### config.mk
export PLATFORM = sky130hd
export DESIGN_NAME = kce_ctrl
export DESIGN_NICKNAME = d
export VERILOG_FILES = /design/src/rtl/kce_pkg.sv /design/src/rtl/kce_ctrl.sv
export SDC_FILE = /design/constraint.sdc
export NUM_CORES = 1
export LEC_CHECK = 0
export BUFFER_PORTS_ARGS = -buffer_cell sky130_fd_sc_hd__buf_4
export CAP_MARGIN = 20
export CORE_MARGIN = 2
export CORE_UTILIZATION = 25
export CTS_BUF_LIST = sky130_fd_sc_hd__clkbuf_8
export DETAILED_ROUTE_END_ITERATION = 12
export SLEW_MARGIN = 20
export SYNTH_ARGS = -nofsm -noshare
export SYNTH_HDL_FRONTEND = slang
export SYNTH_SLANG_ARGS = --single-unit
### constraint.sdc
create_clock -name clk_i -period 1.65 [get_ports clk_i]
set_input_delay 0.165 -clock clk_i [delete_from_list [all_inputs] [get_ports clk_i]]
set_output_delay 0.165 -clock clk_i [all_outputs]
set_load 0.02 [all_outputs]
### src/rtl/kce_pkg.sv
package kce_pkg;

  localparam int MAX_POINTS   = 1024;
  localparam int MAX_CLUSTERS = 8;
  localparam int MAX_DIMS     = 8;
  localparam int COORD_BITS   = 16;

  localparam int P_W     = $clog2(MAX_POINTS);
  localparam int C_W     = $clog2(MAX_CLUSTERS);
  localparam int D_W     = $clog2(MAX_DIMS);
  localparam int PA_W    = $clog2(MAX_POINTS * MAX_DIMS);
  localparam int CNT_W   = P_W + 1;
  localparam int SUM_W   = 32;
  localparam int SQ_W    = 2 * COORD_BITS + 2;
  localparam int DIST_W  = SQ_W + D_W;
  localparam int TOT_W   = PA_W + 2;

  localparam logic [1:0] REG_NUM_CLUSTERS = 2'd0;
  localparam logic [1:0] REG_NUM_POINTS   = 2'd1;
  localparam logic [1:0] REG_NUM_DIMS     = 2'd2;
  localparam logic [1:0] REG_MAX_PASSES   = 2'd3;

  typedef struct packed {
    logic [3:0]  num_clusters;
    logic [10:0] num_points;
    logic [3:0]  num_dims;
    logic [15:0] max_passes;
  } cfg_t;

  typedef enum logic [4:0] {
    S_LOAD, S_SEED_RD, S_SEED_WR,
    S_PT_START, S_D_RD, S_D_SQ, S_D_ACC, S_CMP, S_OWN,
    S_SUB_RD, S_SUB_WR, S_ADD_RD, S_ADD_WR, S_NEXT_PT,
    S_UPD_CHK, S_UPD_RD, S_DIV_GO, S_DIV_WAIT, S_UPD_WR, S_UPD_END,
    S_OUT_RD, S_OUT_SET, S_OUT_WAIT
  } ctrl_state_e;

  typedef enum logic [1:0] {
    SEL_CUR, SEL_OLD, SEL_BEST
  } sum_sel_e;

  typedef struct packed {
    logic     load;
    logic     seed_wr;
    logic     pt_init;
    logic     sq;
    logic     acc;
    logic     cmp;
    logic     own;
    logic     wr_sub;
    logic     wr_add;
    logic     div_start;
    logic     upd_wr;
    logic     pass_end;
    logic     out_load;
    logic     j_inc;
    logic     j_clr;
    logic     c_inc;
    logic     c_clr;
    logic     p_inc;
    logic     p_clr;
    sum_sel_e sum_sel;
  } cmd_t;

  typedef struct packed {
    logic load_last;
    logic j_last;
    logic c_last;
    logic p_last;
    logic skip;
    logic has_old;
    logic cnt_zero;
    logic div_done;
    logic again;
    logic out_taken;
  } sts_t;

endpackage

### src/rtl/kce_ctrl.sv
module kce_ctrl import kce_pkg::*; (
  input  logic clk_i,
  input  logic rst_ni,
  input  logic in_valid_i,
  input  sts_t sts_i,
  output cmd_t cmd_o,
  output logic in_ready_o
);

  ctrl_state_e state_q, state_d;

  always_ff @(posedge clk_i or negedge rst_ni) begin
    if (!rst_ni) begin
      state_q <= S_LOAD;
    end else begin
      state_q <= state_d;
    end
  end

  always_comb begin
    state_d = state_q;
    unique case (state_q)
      S_LOAD:     if (in_valid_i && sts_i.load_last) state_d = S_SEED_RD;
      S_SEED_RD:  state_d = S_SEED_WR;
      S_SEED_WR:  state_d = (sts_i.j_last && sts_i.c_last) ? S_PT_START : S_SEED_RD;
      S_PT_START: state_d = S_D_RD;
      S_D_RD:     state_d = S_D_SQ;
      S_D_SQ:     state_d = S_D_ACC;
      S_D_ACC:    state_d = sts_i.j_last ? S_CMP : S_D_RD;
      S_CMP:      state_d = sts_i.c_last ? S_OWN : S_D_RD;
      S_OWN:      state_d = sts_i.skip ? S_NEXT_PT : (sts_i.has_old ? S_SUB_RD : S_ADD_RD);
      S_SUB_RD:   state_d = S_SUB_WR;
      S_SUB_WR:   state_d = sts_i.j_last ? S_ADD_RD : S_SUB_RD;
      S_ADD_RD:   state_d = S_ADD_WR;
      S_ADD_WR:   state_d = sts_i.j_last ? S_NEXT_PT : S_ADD_RD;
      S_NEXT_PT:  state_d = sts_i.p_last ? S_UPD_CHK : S_PT_START;
      S_UPD_CHK: begin
        if (!sts_i.cnt_zero) state_d = S_UPD_RD;
        else if (sts_i.c_last) state_d = S_UPD_END;
      end
      S_UPD_RD:   state_d = S_DIV_GO;
      S_DIV_GO:   state_d = S_DIV_WAIT;
      S_DIV_WAIT: if (sts_i.div_done) state_d = S_UPD_WR;
      S_UPD_WR: begin
        if (!sts_i.j_last) state_d = S_UPD_RD;
        else state_d = sts_i.c_last ? S_UPD_END : S_UPD_CHK;
      end
      S_UPD_END:  state_d = sts_i.again ? S_PT_START : S_OUT_RD;
      S_OUT_RD:   state_d = S_OUT_SET;
      S_OUT_SET:  state_d = S_OUT_WAIT;
      S_OUT_WAIT: begin
        if (sts_i.out_taken) begin
          state_d = (sts_i.j_last && sts_i.c_last) ? S_LOAD : S_OUT_RD;
        end
      end
      default:    state_d = S_LOAD;
    endcase
  end

  always_comb begin
    cmd_o         = '0;
    cmd_o.sum_sel = SEL_CUR;
    in_ready_o    = 1'b0;
    unique case (state_q)
      S_LOAD: begin
        in_ready_o = 1'b1;
        cmd_o.load = in_valid_i;
      end
      S_SEED_WR: begin
        cmd_o.seed_wr = 1'b1;
        if (sts_i.j_last) begin
          cmd_o.j_clr = 1'b1;
          cmd_o.c_clr = sts_i.c_last;
          cmd_o.p_clr = sts_i.c_last;
          cmd_o.c_inc = !sts_i.c_last;
          cmd_o.p_inc = !sts_i.c_last;
        end else begin
          cmd_o.j_inc = 1'b1;
        end
      end
      S_PT_START: cmd_o.pt_init = 1'b1;
      S_D_SQ:     cmd_o.sq = 1'b1;
      S_D_ACC: begin
        cmd_o.acc   = 1'b1;
        cmd_o.j_inc = !sts_i.j_last;
      end
      S_CMP: begin
        cmd_o.cmp   = 1'b1;
        cmd_o.j_clr = 1'b1;
        cmd_o.c_clr = sts_i.c_last;
        cmd_o.c_inc = !sts_i.c_last;
      end
      S_SUB_RD:   cmd_o.sum_sel = SEL_OLD;
      S_SUB_WR: begin
        cmd_o.sum_sel = SEL_OLD;
        cmd_o.wr_sub  = 1'b1;
        cmd_o.j_clr   = sts_i.j_last;
        cmd_o.j_inc   = !sts_i.j_last;
      end
      S_ADD_RD:   cmd_o.sum_sel = SEL_BEST;
      S_ADD_WR: begin
        cmd_o.sum_sel = SEL_BEST;
        cmd_o.wr_add  = 1'b1;
        cmd_o.j_clr   = sts_i.j_last;
        cmd_o.j_inc   = !sts_i.j_last;
      end
      S_NEXT_PT: begin
        cmd_o.own   = 1'b1;
        cmd_o.p_clr = sts_i.p_last;
        cmd_o.p_inc = !sts_i.p_last;
      end
      S_UPD_CHK: begin
        if (sts_i.cnt_zero) begin
          cmd_o.c_clr = sts_i.c_last;
          cmd_o.c_inc = !sts_i.c_last;
        end
      end
      S_DIV_GO:   cmd_o.div_start = 1'b1;
      S_UPD_WR: begin
        cmd_o.upd_wr = 1'b1;
        if (sts_i.j_last) begin
          cmd_o.j_clr = 1'b1;
          cmd_o.c_clr = sts_i.c_last;
          cmd_o.c_inc = !sts_i.c_last;
        end else begin
          cmd_o.j_inc = 1'b1;
        end
      end
      S_UPD_END:  cmd_o.pass_end = 1'b1;
      S_OUT_SET:  cmd_o.out_load = 1'b1;
      S_OUT_WAIT: begin
        if (sts_i.out_taken) begin
          if (sts_i.j_last) begin
            cmd_o.j_clr = 1'b1;
            cmd_o.c_clr = sts_i.c_last;
            cmd_o.c_inc = !sts_i.c_last;
          end else begin
            cmd_o.j_inc = 1'b1;
          end
        end
      end
      default: ;
    endcase
  end

endmodule

Yosys cells after proc, flatten, opt, wreduce, memory -nomap -nowiden
Cells that the tools add are included.
- muxes and demuxes: 42
- equal/unequal tests: 26
- reductions and logical operators: 12
- operators by type and width (cell ; count):
    5-bit one-hot mux with 23 select lines ; 1
    5-bit 2-to-1 mux ; 10
    5-bit by 4-bit equality test with 1-bit output (second input constant) ; 8
    5-bit equality test (second input constant) ; 7
    5-bit by 3-bit equality test with 1-bit output (second input constant) ; 4
    1-bit 2-to-1 mux ; 15
    4-bit 2-to-1 mux ; 3
    5-bit by 2-bit equality test with 1-bit output (second input constant) ; 2
    2-bit 2-to-1 mux ; 5
    2-bit one-hot mux with 5 select lines ; 1
    3-bit 2-to-1 mux ; 3
    2-bit one-hot mux with 2 select lines ; 2
    2-bit OR reduction ; 4
    2-bit != test (second input constant) ; 3
    5-bit by 1-bit equality test with 1-bit output (second input constant) ; 1
    5-bit logical NOT ; 1
    1-bit one-hot mux with 5 select lines ; 1
    4-bit AND reduction ; 1
    1-bit logical NOT ; 3
    3-bit != test (second input constant) ; 1
    1-bit one-hot mux with 3 select lines ; 1
    3-bit OR reduction ; 1
    1-bit logical AND ; 2
- register bits after elaboration: 5

Depth between registers and ports, before layout
Gate-level depths: netlist of the first run.
- word-level depth: 4
- gate-level depth with buffers: 6
- mapped depth without buffers: 5

Least setup slack after synthesis of the first run
Ideal clock, no wire load.
- path type: reg-to-output
- start: register state_q[3]
- end: output port cmd_o[7] (netlist bit)
- arrival time: 2.026 ns
- cell stages (with the launch flop): 5
- setup slack: -0.541 ns
- cell sequence: dfrtp_1 > buf_2 > buf_1 > o21bai_1 > a2111oi_0
- RTL lines (element ; RTL line ; source):
    start, declared ; kce_ctrl.sv:10 ; ctrl_state_e state_q, state_d;
    start signal, assigned ; kce_ctrl.sv:16 ; state_q <= state_d;
    end, declared ; kce_ctrl.sv:6 ; output cmd_t cmd_o,

==> results of run 1 <==
[worst paths after layout]
path                       startpoint  slack, ns    endpoint
min reg2reg                state_q[1]       0.70  state_q[0]
max reg2reg                state_q[4]      -0.08  state_q[2]
max                        state_q[4]      -0.12    cmd_o[3]
min in group asynchronous      rst_ni       0.30  state_q[0]
min                          sts_i[6]       0.24  state_q[3]
max in group asynchronous      rst_ni       1.23  state_q[3]
[cells in the final DEF, fill, tap and decap left out, types with 3 or more instances in the layout]
master and n:
o22ai_2 3, buf_4 49, nor2_1 7, nor3_4 3, nor2_4 6, nand2_1 9
inv_1 3, a21oi_1 6, nand3b_1 3, o21ai_0 5, clkbuf_8 3, buf_6 14
nor3_1 5, nand2b_4 3, nand2_2 3, nand2b_1 5, dfrtp_2 5
[layer usage]
layer	global-route usage, %	wire length (µm)	part of all wire (%)
met1	20.42	1413	41
met2	30.65	1926	55
met3	2.523	126	3.6
met4	5.556	14	0.40
met5	0	0	0
[worst max-delay path, stage by stage (launching register included)]
cell and delay [ns]:
dfrtp_2 0.43, nand3b_1 0.26, buf_4 0.21, nor3_4 0.17
o21bai_1 0.14, buf_4 0.17
[layout make-up]
type	instances	area [µm²]
Sequential cell	5	131.4
Timing Repair Buffer	66	575.6
Multi-Input combinational cell	108	915.9
Fill cell	303	1592
Clock inverter	1	3.754
Inverter	4	20.02
Tap cell	46	57.56
Clock buffer	3	41.29
[metrics by stage]
| step | setup WS (ns) | utilization [%] | hold WS (ns) |
|---|---|---|---|
| finish | -0.1243 | 52.31 | 0.2427 |
| CTS | -0.08562 | 45.86 | 0.2543 |
| global route | -0.1619 | 52.31 | 0.2548 |
| floorplan | -0.04343 | - | -0.1306 |
| detailed placement | -0.01456 | 38.73 | -0.03072 |
| global placement | 0.05715 | 38.73 | -0.03292 |
[where the power goes]
group | internal, µW | leakage (µW) | switching, µW
clock network | 159 | 0.0000269 | 60.1
logic | 1290 | 0.000646 | 1340
registers | 191 | 0.0000565 | 111
[logic make-up (layout without fill, tap and decap cells)]
kind of cell | count (synthesis) | after routing | share of synthesized area, %
mux | 2 | 2 | 2.322
simple gates | 66 | 66 | 40.93
compound gates | 37 | 37 | 29.32
xor+xnor | 2 | 2 | 2.032
buf+inv | 15 | 74 | 9.723
fa+ha+maj | 1 | 1 | 1.161
flops | 5 | 5 | 14.51
[repair_timing]
action,in CTS,in global routing
hold buffers,1,0
hold endpoints to repair,5,0
endpoints found under the setup margin,15,21
pin swaps,5,14
gates resized for setup,28,45
setup buffers,8,4
==> results.toml, run 1 <==
[outcome]
status = "finished, violations left"
violations = "setup timing"

[detailed_routing]
ant_nets = 0
post_drt_wl_per_cell_um = 14.94
firstDrtPassIters = 4
viasPerCell = 5.288
wl_um = 3480
drc = 0
via_count = 1232
drt_iter0_drc = 69

[global_routing]
grt_overflow_total = 0
track_usage_pct = 16.95
grt_start_max_net_pins = 22
grt_pass1_wl_um = 5388
grt_antenna_before_repair = 0
grt_pass1_vias = 1150

[setup_path]
crit_type = "reg -> out"
path_max_fanout = 5
end_kind = "primary output"
critical_path_arrival_ns = 1.61
ff2ff_path_depth = 6
crit_required_ns = 1.48
setup.worst_path.start_class = "flip-flop"

[finish]
largest_reg_flops = 5
diodes = 0
area.growth.synth_to_final_pct = 102.5
final_area_mm2 = 0.001745
drive_gt1_share_pct = 62.57
regMostFlops = "state_q"
fin_cells = 233
reg_top3 = "state_q (5)"
layout.nets = 201

[clock_network]
cts_htree_levels = 1
clk_path_buf_depth = 2
cts_root_buf = "clkbuf_8"
cts.sink_count = 5
clk_pin_slew_worst_paths_ns = 0.04
cts_tree = "yes"
cts_inserted_buffers = 3
clock_latency_ns = 0.22

[synth]
synth.area.top_cells = "dfrtp_1 (15%), nor2_1 (6.5%), nand2b_1 (5.8%), nor3_1 (5.8%), nand2_1 (5.2%)"
yosys.cell_count.top_type = "nor2_1"
synth_area_um2 = 862.1
async_flop_share_pct = 100.0
syn-instance-count = 128
synth_edf_count = 0
ys_ff_latch = 5
ys_dominant_reg_cell = "dfrtp_1"
syn_avg_cell_area_um2 = 6.735
synth_nets = 141
yosysSeqAreaShare_pct = 14.51
synth_common_cells = "nor2_1 (15), nand2_1 (12), nor3_1 (10)"
ys_types = 46
synth.top_cell.area_share_pct = 14.51
ys_warn_count = 0
synth_top_area_cell = "dfrtp_1"

[sta]
rsz0062_at_grt = "true"
drv_slew = 0
clock_skew_ns = 0.001702
period_share_pct = 107.5
setup-violations-final = 12
worstMarginPinSlew_ns = 0.3499
layout_setup_ws_ns = -0.1243
max_freq_ghz = 0.5636
finalCriticalPeriod_ns = 1.774
tns_ns = -0.6810
hold_violations = 0
slew_headroom_pct = 76.60

[die]
die_area_mm2 = 0.003934
initial_core_util_pct = 25.83
dieWidth_um = 62.72
die_h_um = 62.72
core_mm2 = 0.003337
rows = 21
io_pins = 35

[placement]
io_buffers = 34
postPlaceCellArea_mm2 = 0.001292
dp.cells = 216
gp_congestion = 0.8642
dp_hpwl_um = 2383

[worst_hold_path]
hold_depth = 3
hp-class = "in -> reg"

[job]
cap_violations = 0

[power]
total_power_uw = 3157
peakVddDrop_uv = 589.6
power_density_mw_per_mm2 = 1809
p_leak_uw = 0.0007298
Power figures use the tool's default switching activity.
==> inputs of run 2 (changes only) <==
Settings changed: ABC_AREA set to 1, CTS_BUF_LIST sky130_fd_sc_hd__clkbuf_8 to unset.
==> results.toml, run 2 <==
[finish]
nFillCells = 371
seq_area_um2 = 128.9
fin_cells = 281
reg_top3 = "state_q (5)"
multi_input_area_um2 = 805.8
largest_reg_flops = 5
final_area_mm2 = 0.001639
final_common_cell = "buf_4"
regMostFlops = "state_q"
diodes = 0
area.growth.synth_to_final_pct = 83.73
drive_gt1_share_pct = 50.21
final_cell_mix = "buf_4 (57), nand2_1 (43), nand3_1 (24)"
layout.nets = 249

[clock_network]
clock_latency_ns = 0.25
cts_inserted_buffers = 3
cts.sink_count = 5
clk_pin_slew_worst_paths_ns = 0.05
cts_tree = "yes"
cts_htree_levels = 1
clk_path_buf_depth = 2
cts_root_buf = "clkbuf_4"

[synth]
yosysSeqAreaShare_pct = 14.03
synth_compound_area_share_pct = 6.732
synth.top_cell.area_share_pct = 20.62
synth_top_family_by_area = "simple AND/OR/NAND/NOR gates"
synth_edf_count = 0
ys_dominant_reg_cell = "dfrtp_1"
synth_adder_area_share_pct = 0
synth_nets = 181
synth_mux_area_share_pct = 0
synth_common_cells = "nand2_1 (49), nand3_1 (28), nor2_1 (26)"
async_flop_share_pct = 100.0
synth_area_um2 = 892.1
ys_warn_count = 0
synth.area.top_cells = "nand2_1 (21%), nand3_1 (16%), dfrtp_1 (14%), nor2_1 (11%), inv_1 (8.8%)"
synth-xor-area-share_pct = 0
synth_top_area_cell = "nand2_1"
ys_types = 21
yosys.cell_count.top_type = "nand2_1"
syn_avg_cell_area_um2 = 5.310
syn-instance-count = 168
ys_ff_latch = 5
yosys.area_share.simple_pct = 67.04

[power]
power_density_mw_per_mm2 = 1473
p_leak_uw = 0.0009029
peakVddDrop_uv = 582.5

[setup_path]
crit_required_ns = 1.48
crit_cells = 8
critical-path-slowest-cell = "dfrtp_1"
cpLargestDelayFamily = "buffers and inverters"
path_cells = "buf_4 > buf_4 > nor2_4 > inv_4 > nor2_4 > nor3_2 > a21oi_2 > buf_4"
setup.worst_path.start_class = "flip-flop"
cp_slowest_stage_delay_ns = 0.40
end_kind = "primary output"
worst_path_most_repeated_cell = "buf_4"
path_max_fanout = 5
crit_buf_inv = 4
crit_type = "reg -> out"
critical_path_arrival_ns = 1.59
ff2ff_path_depth = 10

[sta]
drv_slew = 0
clock_skew_ns = 0.006573
period_share_pct = 106.3
slew_headroom_pct = 79.97
layout_setup_ws_ns = -0.1034
max_freq_ghz = 0.5703
setup-violations-final = 10
hold_violations = 0
rsz0062_at_grt = "true"
finalCriticalPeriod_ns = 1.753
worstMarginPinSlew_ns = 0.2993

[outcome]
status = "finished, violations left"
violations = "setup timing"

[detailed_routing]
wl_um = 3475
post_drt_wl_per_cell_um = 12.37
ant_nets = 0
viasPerCell = 4.765
drc = 0
firstDrtPassIters = 4
drt_iter0_drc = 69
via_count = 1339

[global_routing]
grt_overflow_total = 0
track_usage_pct = 16.23
grt_antenna_before_repair = 0
grt_pass1_wl_um = 5223
grt_pass1_vias = 1234
grt_start_max_net_pins = 10

[die]
core_mm2 = 0.003390
die_h_um = 63.74
rows = 21
initial_core_util_pct = 26.32
dieWidth_um = 63.74
die_area_mm2 = 0.004062
io_pins = 35

[job]
cap_violations = 0

[worst_hold_path]
hp-class = "in -> reg"
hold_depth = 4

[placement]
dp_hpwl_um = 2477
io_buffers = 34
dp.cells = 253
postPlaceCellArea_mm2 = 0.001251
gp_congestion = 0.9087
==> run 2: power by group <==
group / switching, µW / internal (µW)
clock network: 56.2 / 91.8
registers: 79.7 / 179
logic: 1130 / 877
==> run 2: cells by family (layout without fill, tap and decap cells) <==
family                 count (synthesis)  count (layout)
flip-flops                             5               5
AO/OA/AOI/OAI                         10              10
AND/OR/NAND/NOR                      126             126
buffers and inverters                 27              94
==> run 2: final cells by class <==
| class | count | share of cell area (%) |
|---|---|---|
| inverters | 24 | 5.649 |
| multi-input cells | 136 | 49.16 |
| clock buffers | 4 | 1.603 |
| flip-flops and latches | 5 | 7.863 |
| repair buffers | 66 | 32.21 |
| well taps | 46 | 3.511 |
==> run 2: per-layer routing <==
layer	wire, µm	vias to the layer above	share of wire [%]	GRT usage, %
met3	234	10	6.7	2.993
met5	0	-	0	0
met1	1488	600	43	21.10
met2	1648	56	47	25.79
met4	104	0	3.0	7.880
li1	-	673	-	-
==> run 2: worst paths after layout <==
| check | start | slack (ns) | end |
|---|---|---|---|
| max | state_q[0] | -0.10 | cmd_o[7] |
| min | sts_i[0] | 0.23 | state_q[4] |
| max reg2reg | state_q[2] | 0.02 | state_q[0] |
| min reg2reg | state_q[2] | 0.76 | state_q[2] |
| max in group asynchronous | rst_ni | 1.28 | state_q[4] |
| min in group asynchronous | rst_ni | 0.25 | state_q[2] |
==> run 2: through the flow <==
stage                     TNS [ns]  power, µW  util, %  hold slack (ns)  worst slack (ns)
after CTS                  -0.1678       1947    41.75           0.2277          -0.07746
final                      -0.4803       2414    48.36           0.2252           -0.1034
after global placement           0       1557    36.91         -0.03175           0.09738
after global routing        -1.546       2585    48.36           0.2481           -0.1656
after detailed placement         0       1563    36.91         -0.03212           0.06102
after floorplan                  0       1132        -          -0.1306           0.03249
==> run 2: what timing repair did <==
item | in CTS | in global routing
setup endpoints to repair | 9 | 16
resized for setup | 14 | 38
setup buffers | 11 | 14
pin swaps | 7 | 19
endpoints found under the hold margin | 5 | 0
hold buffers | 1 | 0
==> run 2: worst min-delay path, stage by stage <==
cell,delay (ns)
buf_4,0.10
o21ai_2,0.07
inv_1,0.05
nand2_1,0.05
==> inputs of run 3 (changes only) <==
Settings changed: ABC_AREA 1 to 0.
==> results.toml, run 3 (synthesized netlist as in run 1, its figures left out) <==
[sta]
finalCriticalPeriod_ns = 1.835
max_freq_ghz = 0.5451
slew_headroom_pct = 76.84
period_share_pct = 111.2
layout_setup_ws_ns = -0.1846
rsz0062_at_grt = "true"
tns_ns = -1.046
drv_slew = 0
hold_violations = 0
setup-violations-final = 18
worstMarginPinSlew_ns = 0.3463
clock_skew_ns = 0.005968

[finish]
reg_top3 = "state_q (5)"
regMostFlops = "state_q"
area.growth.synth_to_final_pct = 85.49
final_area_mm2 = 0.001599
diodes = 0
final_cell_mix = "buf_4 (49), buf_6 (12), nand2_1 (10)"
layout.nets = 199
largest_reg_flops = 5
drive_gt1_share_pct = 54.59
final_common_cell = "buf_4"

[setup_path]
critical_path_arrival_ns = 1.67
reg2reg_from = "state_q[4]"
crit_required_ns = 1.48
path_cells = "nand3b_1 > buf_6 > nor3_4 > o21bai_1 > buf_4"
path_max_fanout = 5
ff2ff_path_depth = 6
cp_slowest_stage_delay_ns = 0.44
end_kind = "primary output"
crit-reg2reg-capture = "state_q[2]"
setup.worst_path.start_class = "flip-flop"
critical-path-slowest-cell = "dfrtp_2"
rrSetupSlack_ns = -0.13
crit_type = "reg -> out"

[die]
initial_core_util_pct = 25.83
die_area_mm2 = 0.003934
die_h_um = 62.72
io_pins = 35
dieWidth_um = 62.72
rows = 21
core_mm2 = 0.003337

[global_routing]
use_met1_pct = 19.49
track_usage_pct = 16.82
use_met2_pct = 31.99
grt_start_max_net_pins = 22
grt_overflow_total = 0
grt_antenna_before_repair = 0
grt_pass1_wl_um = 5375
use_met3_pct = 2.703
grt_pass1_vias = 1170
grt.busiest_layer = "met2"

[detailed_routing]
firstDrtPassIters = 4
drc = 0
via_count = 1209
drt_iter0_drc = 60
viasPerCell = 5.234
wl_um = 3331
ant_nets = 0
post_drt_wl_per_cell_um = 14.42

[worst_hold_path]
min-delay-start = "sts_i[2]"
holdPathEnd = "state_q[0]"
hold_depth = 3
hp-class = "in -> reg"

[power]
power_density_mw_per_mm2 = 1733
peakVddDrop_uv = 535.0
total_power_uw = 2771
p_leak_uw = 0.0006889

[clock_network]
clk_pin_slew_worst_paths_ns = 0.05
clk_path_buf_depth = 2
cts_tree = "yes"
cts_root_buf = "clkbuf_4"
cts_htree_levels = 1
cts_inserted_buffers = 3
cts.sink_count = 5
clock_latency_ns = 0.25

[placement]
dp_hpwl_um = 2383
postPlaceCellArea_mm2 = 0.001292
gp_congestion = 0.8642
io_buffers = 34

[outcome]
violations = "setup timing"
status = "finished, violations left"

[job]
cap_violations = 0
[run 3: cell count changes in the layout (fill, tap and decap cells not counted), sizes merged, moves of 7 or more]
cell    before  now
nand2b       0    8
inv         24    4
nor3         3   10
nor2        36   15
nand3       30    3
nand2       52   12
[run 3: report_power, final]
part           internal, µW  total [µW]  leakage (µW)  switching, µW
logic                  1140        2350      0.000615           1210
registers               186         280     0.0000587           94.2
clock network          91.7         145     0.0000150           53.6
[run 3: per-stage QoR]
stage	worst slack, ns	instances	hold WS (ns)	util, %
6_report	-0.1846	231	0.2301	47.92
3_3_place_gp	0.05715	216	-0.03292	38.73
4_1_cts	-0.1148	230	0.2212	45.86
2_1_floorplan	-0.04343	128	-0.1306	-
3_5_place_dp	-0.01456	216	-0.03072	38.73
5_1_grt	-0.2202	231	0.2326	47.92
[run 3: layout make-up]
type	count	area [µm²]
multi-input cells	108	818.3
flip-flops and latches	5	128.9
repair buffers	64	553.0
fillers	334	1738
well taps	46	57.56
clock buffers	4	26.28
inverters	4	15.01
[run 3: worst max path at each step]
stage / start / to / slack [ns] / cells past startpoint
finish: state_q[4] / cmd_o[3] / -0.18 / 5
floorplan: state_q[3] / cmd_o[7] / -0.04 / 4
global placement: state_q[2] / cmd_o[7] / 0.06 / 5
CTS: state_q[4] / cmd_o[3] / -0.11 / 5
global route: state_q[4] / cmd_o[3] / -0.22 / 5
detailed placement: state_q[2] / cmd_o[7] / -0.01 / 5
[run 3: worst max-delay path, delay by kind of cell (launching register included)]
family | cells | cell delay, ns
simple gates | 2 | 0.45
compound gates | 1 | 0.15
flops | 1 | 0.44
buf+inv | 2 | 0.37
[run 3: per-layer routing]
metal  up-vias  wire (µm)
li1        587          -
met1       571       1343
met2        47       1805
met3         4        159
met4         0         23
met5         -          0
[run 3: what timing repair did]
action	CTS	global route
pin swaps	6	6
gates resized for setup	35	13
setup buffers	9	1
hold endpoints to repair	5	0
hold buffers	1	0
endpoints found under the setup margin	18	24
